===== config.mk =====
export PLATFORM = sky130hd
export DESIGN_NAME = slpf_ctrl
export DESIGN_NICKNAME = d
export VERILOG_FILES = /design/src/rtl/slpf_pkg.sv /design/src/rtl/slpf_ctrl.sv
export SDC_FILE = /design/constraint.sdc
export NUM_CORES = 1
export LEC_CHECK = 0
export BUFFER_PORTS_ARGS = -buffer_cell sky130_fd_sc_hd__buf_2
export CORE_AREA = 2 2 39 41
export CTS_BUF_LIST = sky130_fd_sc_hd__clkbuf_8
export DETAILED_ROUTE_END_ITERATION = 16
export DIE_AREA = 0 0 41 43
export PLACE_DENSITY_LB_ADDON = 0.15
export SKIP_CTS_REPAIR_TIMING = 1
export SKIP_LAST_GASP = 1
export SLEW_MARGIN = 30
export SYNTH_ARGS = -nofsm -noshare
export SYNTH_HDL_FRONTEND = slang
export SYNTH_SLANG_ARGS = --single-unit

===== constraint.sdc =====
create_clock -name clock -period 1.73 [get_ports clock]
set_input_delay 0.173 -clock clock [delete_from_list [all_inputs] [get_ports clock]]
set_output_delay 0.173 -clock clock [all_outputs]
set_load 0.01 [all_outputs]

===== src/rtl/slpf_pkg.sv =====
`default_nettype none
// ----------------------------------------------------------------------------
// slpf_pkg: shared definitions for the slot pool free list
// Request and result codes, field widths, and the command and status
// bundles that pass between the controller and the datapath.
// ----------------------------------------------------------------------------
package slpf_pkg;

   localparam int FUNC_W   = 3;
   localparam int IDX_W    = 8;
   localparam int DATA_W   = 32;
   localparam int STATUS_W = 3;
   localparam int LIVE_W   = 9;

   localparam logic [FUNC_W-1:0] FUNC_ADD    = 3'd0;
   localparam logic [FUNC_W-1:0] FUNC_REMOVE = 3'd1;
   localparam logic [FUNC_W-1:0] FUNC_GET    = 3'd2;
   localparam logic [FUNC_W-1:0] FUNC_NEXT   = 3'd3;
   localparam logic [FUNC_W-1:0] FUNC_CLEAR  = 3'd4;

   localparam logic [STATUS_W-1:0] ST_OK        = 3'd0;
   localparam logic [STATUS_W-1:0] ST_RANGE     = 3'd1;
   localparam logic [STATUS_W-1:0] ST_FULL      = 3'd2;
   localparam logic [STATUS_W-1:0] ST_FREED     = 3'd3;
   localparam logic [STATUS_W-1:0] ST_NOT_FOUND = 3'd4;

   typedef struct packed {
      logic load;
      logic op_add;
      logic op_remove;
      logic op_get;
      logic op_next;
      logic op_clear;
      logic op_nop;
   } cmd_type;

   typedef struct packed {
      logic scan_done;
   } sts_type;

endpackage
`default_nettype wire


===== src/rtl/slpf_ctrl.sv =====
`default_nettype none
// ----------------------------------------------------------------------------
// slpf_ctrl: request sequencer for the slot pool free list
// Takes a request when idle, runs its operation step, and holds the
// cursor scan of a next request until the datapath reports it finished.
// ----------------------------------------------------------------------------
module slpf_ctrl (
   input  wire logic                           clock,
   input  wire logic                           reset,
   input  wire logic                           start,
   output logic                                busy,
   input  wire logic [slpf_pkg::FUNC_W-1:0]    req_func,
   output slpf_pkg::cmd_type                   cmd,
   input  wire slpf_pkg::sts_type              sts
);

   import slpf_pkg::*;

   localparam logic [2:0] S_IDLE   = 3'd0;
   localparam logic [2:0] S_ADD    = 3'd1;
   localparam logic [2:0] S_REMOVE = 3'd2;
   localparam logic [2:0] S_GET    = 3'd3;
   localparam logic [2:0] S_NEXT   = 3'd4;
   localparam logic [2:0] S_CLEAR  = 3'd5;
   localparam logic [2:0] S_NOP    = 3'd6;

   logic [2:0] state_ff;
   logic [2:0] state_in;
   logic       accept;

   assign busy   = (state_ff != S_IDLE);
   assign accept = start && !busy;

   always_comb begin
      state_in = state_ff;
      unique case (state_ff)
         S_IDLE: begin
            if (accept) begin
               unique case (req_func)
                  FUNC_ADD:    state_in = S_ADD;
                  FUNC_REMOVE: state_in = S_REMOVE;
                  FUNC_GET:    state_in = S_GET;
                  FUNC_NEXT:   state_in = S_NEXT;
                  FUNC_CLEAR:  state_in = S_CLEAR;
                  default:     state_in = S_NOP;
               endcase
            end
         end
         S_NEXT: begin
            if (sts.scan_done) begin
               state_in = S_IDLE;
            end
         end
         default: state_in = S_IDLE;
      endcase
   end

   always_ff @(posedge clock) begin
      if (reset) begin
         state_ff <= S_IDLE;
      end else begin
         state_ff <= state_in;
      end
   end

   always_comb begin
      cmd           = '0;
      cmd.load      = accept;
      cmd.op_add    = (state_ff == S_ADD);
      cmd.op_remove = (state_ff == S_REMOVE);
      cmd.op_get    = (state_ff == S_GET);
      cmd.op_next   = (state_ff == S_NEXT);
      cmd.op_clear  = (state_ff == S_CLEAR);
      cmd.op_nop    = (state_ff == S_NOP);
   end

endmodule
`default_nettype wire


After elaboration in Yosys (flattened, before gate mapping)
Cells that the tools add are included.
{"block": "op_classes", "eq_ne": 12, "mux": 4, "reduce_logical": 6}
{"operator": "3-bit case mux with 5 select lines", "count": 1}
{"operator": "3-bit by 2-bit equality test with 1-bit output, second input constant", "count": 4}
{"operator": "3-bit equality test, second input constant", "count": 4}
{"operator": "3-bit by 1-bit equality test with 1-bit output, second input constant", "count": 2}
{"operator": "3-bit logical NOT", "count": 2}
{"operator": "3-bit 2-to-1 mux", "count": 2}
{"operator": "3-bit case mux with 2 select lines", "count": 1}
{"operator": "3-bit nonzero test", "count": 1}
{"operator": "2-bit by 1-bit inequality test with 1-bit output, second input constant", "count": 1}
{"operator": "2-bit inequality test, second input constant", "count": 1}
{"operator": "2-bit AND reduction", "count": 1}
{"operator": "1-bit logical AND", "count": 1}
{"operator": "1-bit logical NOT", "count": 1}
{"block": "totals", "regBits": 3, "in_bits": 7, "output_inout_bits": 8, "wordCells": 23}

Logic depth before layout (Yosys ltp)
Gate-level depths: netlist of run 1.
{"block": "logic_depth", "word_depth": 5, "mapped_depth": 3, "mapped_depth_nobuf": 3}

Worst setup path before layout of run 1
Ideal clock, no wire load.
{"block": "synth_path", "path_kind": "register to register", "from": "reg state_ff[0]", "to": "reg state_ff[2]", "setup_ns": 0.070, "t_arrival_ns": 1.222, "required_time_ns": 1.660, "slack_ns": 0.438, "stages_incl_launch_ff": 4, "n_path_buf": 0, "synth_period_minus_slack_ns": 1.292, "cell_sequence": "dfxtp_1 -> or4b_4 -> or2_1 -> a21oi_1"}
{"block": "synth_via", "elab_chain_len": 5, "elab_cells_between_ends": 9, "classes_between": "eq/ne (3); mux (1); reduce/logical (5)"}
{"element": "start, declared", "line": "slpf_ctrl.sv:27", "text": "logic [2:0] state_ff;"}
{"element": "start signal, assigned", "line": "slpf_ctrl.sv:62", "text": "state_ff <= state_in;"}
{"element": "3-bit nonzero test", "line": "slpf_ctrl.sv:31", "text": "assign busy = (state_ff != S_IDLE);"}
{"element": "1-bit logical NOT", "line": "slpf_ctrl.sv:32", "text": "assign accept = start && !busy;"}
{"element": "1-bit logical AND", "line": "slpf_ctrl.sv:32"}
{"element": "2-bit inequality test (no source line)"}
{"element": "2-bit AND reduction (no source line)"}
Several ways; a longest one is shown, not always the timed one.
A chain may end at the register's enable or synchronous reset.

==> results of run 1 <==
-- cells by family after synthesis --
logic type	Yosys count
buf+inv	2
flops	3
compound gates	4
simple gates	13
-- critical path, delay by kind of cell (launching register included) --
family / cells / cell delay [ns]
buf+inv: 2 / 0.19
flops: 1 / 0.35
simple gates: 1 / 0.57
-- cell usage in the layout, fill, tap and decap left out --
master and instances:
nor2_1 1, dfxtp_1 3, a2111oi_0 1, nand2_1 1, o21ai_0 1, or4b_4 1
nor3b_1 3, a21oi_1 2, nor3_1 1, clkbuf_8 3, nand2b_1 1, or3_2 1
nand3b_1 1, or2_1 1, buf_2 14, and3b_2 2, inv_1 2
-- layer usage --
layer  wire, um  track usage
met1        202       0.0860
met2        235       0.0813
met3         56       0.0157
met4         15        0.140
met5          0            0
-- worst max path at each step --
stage                start     endpoint  slack [ns]  cells after the start
2_1_floorplan  state_ff[0]  state_ff[2]        0.44                      3
3_3_place_gp   state_ff[0]  state_ff[2]        0.39                      3
3_5_place_dp   state_ff[0]  state_ff[0]        0.33                      2
4_1_cts        state_ff[0]       cmd[6]        0.22                      3
5_1_grt        state_ff[0]  state_ff[0]        0.15                      2
6_report       state_ff[0]       cmd[6]        0.23                      3
-- final cells by class --
cell class                 instances  area (um2)
clock buffer                       3        41.3
clock inverter                     1        3.75
fill                             159        1060
inverter                           1        3.75
multi-input combinational         17         120
sequential                         3        60.1
tap                               16        20.0
timing repair buffer              14        70.1
-- Yosys cell counts --
cell	instances	area [um2]
nand3b_1	1	7.51
dfxtp_1	3	60.1
inv_1	1	3.75
nand2b_1	1	6.26
or2_1	1	6.26
nor3b_1	3	22.5
nor3_1	1	5.00
and3b_2	2	20.0
or4b_4	1	13.8
buf_4	1	7.51
a2111oi_0	1	8.76
nand2_1	1	3.75
or3_2	1	7.51
a21oi_1	2	10.0
nor2_1	1	3.75
o21ai_0	1	5.00
-- power breakdown --
part	switching [W]	internal (W)	total, W
combinational	0.0000202	0.0000244	0.0000446
clock	0.0000465	0.000151	0.000198
sequential	0.00000671	0.0000739	0.0000806
total	0.0000734	0.000249	0.000323
-- per-stage QoR --
step	power, W	hold slack [ns]
after floorplan	0.000108	0.242
after global placement	0.000127	0.364
after detailed placement	0.000127	0.367
after CTS	0.000334	0.139
after global routing	0.000347	0.165
final	0.000323	0.149
==> results.ini, run 1 <==
[outcome]
status = completed

[route]
vias_per_cell = 4.00
drc = 0
firstDrtPassIters = 3
wl_per_cell_um = 9.25
num_vias = 220
antenna_left = 0
drt-total-wl_um = 509
first_iter_violations = 2

[synth]
synth-compound-area-share = 0.124
synth_fa_ha_area_frac = 0
synthDistinctLibCells = 16
synth_top_family_by_area = simple AND/OR/NAND/NOR gates
syn_area_um2 = 191
synth_warnings = 0
syn_area_per_cell_um2 = 8.70
syn-num-nets = 29
ys_seq_area_frac = 0.314
synth_seq_cells = 3
synth-simple-area-share = 0.503
synth_xor_area_frac = 0
syn_inst = 22
synth.area.mux_share = 0

[clock_tree]
cts_sinks = 3
clk_latency_ns = 0.22
cts_root_buf = clkbuf_8
path_clk_slew_ns = 0.03
cts_buffers = 3
cts_tree = built
cts.path.max_buffers = 2
htreeDepth = 1

[floorplan]
die_w_um = 41
core_mm2 = 0.00138
dieArea_mm2 = 0.00176
rows = 14
ios = 15
start_util = 0.138
dieHeight_um = 43

[final_layout]
syn_to_final_growth_pct = 66.7
antenna_cells = 0
instances_no_fill = 55
nets = 47
top_regs = state_ff x3
fin_area_um2 = 319
drive_gt1_frac = 0.538
largest_register_ffs = 3
top_register = state_ff
final_core_util = 0.231

[critical_path]
cp_cell_sequence = or4b_4, inv_1, buf_2
slowest_stage = or4b_4
r2r_slack_ns = 0.35
slowest_delay_ns = 0.57
startpoint_type = register
r2r-start = state_ff[0]
path_class = register to output port
r2r-end = state_ff[0]
rr_worst_depth = 2
crit_fanout = 8
worst_setup_path_end_kind = output port
cp.arrival_ns = 1.32
crit_required_ns = 1.56

[global_routing]
grt_pass1_vias = 177
grt_pass1_wl_um = 779
grt_antenna_before_repair = 0
grtUsageTotal = 0.0771
grt.overflow.total = 0
grt_start_max_net_pins = 9

[sta]
finalSetupTns_ns = 0
tightest_slew_ns = 0.380
fmax_mhz = 669
rsz0062_at_grt = no
finalSetupViolCount = 0
max-slew-margin-rel = 0.740
hold_violations = 0
fin_ws_ns = 0.234
clock_skew_ns = 0.00343
post-route-period-util = 0.864
period_needed_ns = 1.50
slew_violations = 0

[place]
placed_area_um2 = 274
preCtsSetupSlack_ns = 0.334
place_inst = 51
gp_congestion = 0.610
port_buffers = 14
dp_hpwl_um = 375

[run]
drv_cap = 0

[pwr]
p_leak_nw = 0.166
powerDensity_mw_per_mm2 = 1010
ir_drop_mv = 0.322

[worst_hold_path]
min_to = state_ff[2]
worstHoldStart = reset
timing.hold.worst.class = input port to register
holdPathStages = 2

Power figures use the tool's default switching activity.
==> inputs of run 2 (changes only) <==
--- a/config.mk
+++ b/config.mk
@@ -6,10 +6,10 @@
 export NUM_CORES = 1
 export LEC_CHECK = 0
 export BUFFER_PORTS_ARGS = -buffer_cell sky130_fd_sc_hd__buf_2
-export CORE_AREA = 2 2 39 41
+export CORE_AREA = 4 4 41 43
 export CTS_BUF_LIST = sky130_fd_sc_hd__clkbuf_8
 export DETAILED_ROUTE_END_ITERATION = 16
-export DIE_AREA = 0 0 41 43
+export DIE_AREA = 0 0 45 47
 export PLACE_DENSITY_LB_ADDON = 0.15
 export SKIP_CTS_REPAIR_TIMING = 1
 export SKIP_LAST_GASP = 1
==> results.ini, run 2 (synthesis gave the netlist of run 1 again) <==
[final_layout]
nets = 47
top_register = state_ff
antenna_cells = 0
fin_area_um2 = 318
drive_gt1_frac = 0.538
regArea_um2 = 60.1
syn_to_final_growth_pct = 66.0
layout_common_cells = buf_2 (14), nor3b_1 (3), clkbuf_8 (3), dfxtp_1 (3)
largest_register_ffs = 3
top_regs = state_ff x3
final_common_cell = buf_2
instances_no_fill = 54
fillCellCount = 150
multi_input_area_um2 = 120

[floorplan]
dieArea_mm2 = 0.00212
die_w_um = 45
dieHeight_um = 47
rows = 13
start_util = 0.147
ios = 15
core_mm2 = 0.00130

[run]
drv_cap = 0

[critical_path]
r2r_slack_ns = 0.35
rr_worst_depth = 3
crit_required_ns = 1.56
path_class = register to output port
startpoint_type = register
r2r-start = state_ff[0]
cp.arrival_ns = 1.33
slowest_stage = or4b_4
cp_cell_sequence = or4b_4, inv_1, buf_2
crit_fanout = 8
r2r-end = state_ff[2]
worst_setup_path_end_kind = output port
slowest_delay_ns = 0.58

[route]
num_vias = 223
wl_per_cell_um = 9.89
drt-total-wl_um = 534
firstDrtPassIters = 1
first_iter_violations = 0
antenna_left = 0
drc = 0
vias_per_cell = 4.13

[worst_hold_path]
holdPathStages = 2
min_to = state_ff[2]
worstHoldStart = reset
timing.hold.worst.class = input port to register

[sta]
finalSetupTns_ns = 0
slew_violations = 0
tightest_slew_ns = 0.331
clock_skew_ns = 0.00425
post-route-period-util = 0.870
rsz0062_at_grt = no
hold-worst-slack_ns = 0.147
fmax_mhz = 665
max-slew-margin-rel = 0.773
hold_violations = 0
finalSetupViolCount = 0
period_needed_ns = 1.50

[clock_tree]
htreeDepth = 1
path_clk_slew_ns = 0.03
cts_sinks = 3
cts_tree = built
cts_buffers = 3
cts_root_buf = clkbuf_8
clk_latency_ns = 0.22
cts.path.max_buffers = 2

[pwr]
ir_drop_mv = 0.461
powerDensity_mw_per_mm2 = 1010
p_leak_nw = 0.166

[place]
gp_congestion = 0.681
dp_hpwl_um = 416
port_buffers = 14
place_inst = 50
placed_area_um2 = 273

[outcome]
status = completed

[global_routing]
grt_start_max_net_pins = 9
grt.overflow.total = 0
grtUsageTotal = 0.0624
grt_pass1_wl_um = 821
grt_antenna_before_repair = 0
grt_pass1_vias = 188

-- run 2: cell counts in the layout (fill, tap and decap cells not counted) --
No cell type changed its count.
-- run 2: how the worst max path moves through the flow --
| stage | start | end | slack, ns | depth (start not counted) |
|---|---|---|---|---|
| floorplan | state_ff[0] | state_ff[2] | 0.44 | 3 |
| global placement | state_ff[0] | state_ff[0] | 0.32 | 2 |
| detailed placement | state_ff[0] | state_ff[2] | 0.36 | 3 |
| CTS | state_ff[0] | cmd[6] | 0.22 | 3 |
| global route | state_ff[0] | cmd[6] | 0.15 | 3 |
| finish | state_ff[0] | cmd[6] | 0.23 | 3 |
-- run 2: critical path, delay by kind of cell (launching register included) --
family | cells | cell delay (ns)
simple gates | 1 | 0.58
buf+inv | 2 | 0.19
flops | 1 | 0.35
-- run 2: final cells by class --
| class | count | share of cell area |
|---|---|---|
| flip-flops and latches | 3 | 0.189 |
| well taps | 15 | 0.0591 |
| multi-input cells | 17 | 0.378 |
| inverters | 1 | 0.0118 |
| clock buffers | 3 | 0.130 |
| clock inverters | 1 | 0.0118 |
| repair buffers | 14 | 0.220 |
-- run 2: per-stage QoR --
stage / power, W / setup WS (ns) / utilization
2_1_floorplan: 0.000108 / 0.438 / -
3_3_place_gp: 0.000127 / 0.320 / 0.210
3_5_place_dp: 0.000127 / 0.362 / 0.210
4_1_cts: 0.000329 / 0.217 / 0.244
5_1_grt: 0.000338 / 0.154 / 0.244
6_report: 0.000321 / 0.225 / 0.244
-- run 2: report_power, final --
group	internal, W	switching [W]
registers	0.0000739	0.00000690
clock network	0.000151	0.0000448
logic	0.0000245	0.0000204
-- run 2: per-layer routing --
layer / up-vias / GRT usage / routed length [um]
met3: 2 / 0.0728 / 121
met2: 15 / 0.0734 / 186
met1: 90 / 0.0567 / 215
li1: 116 / - / -
met4: 0 / 0.0526 / 10
met5: - / 0 / 0
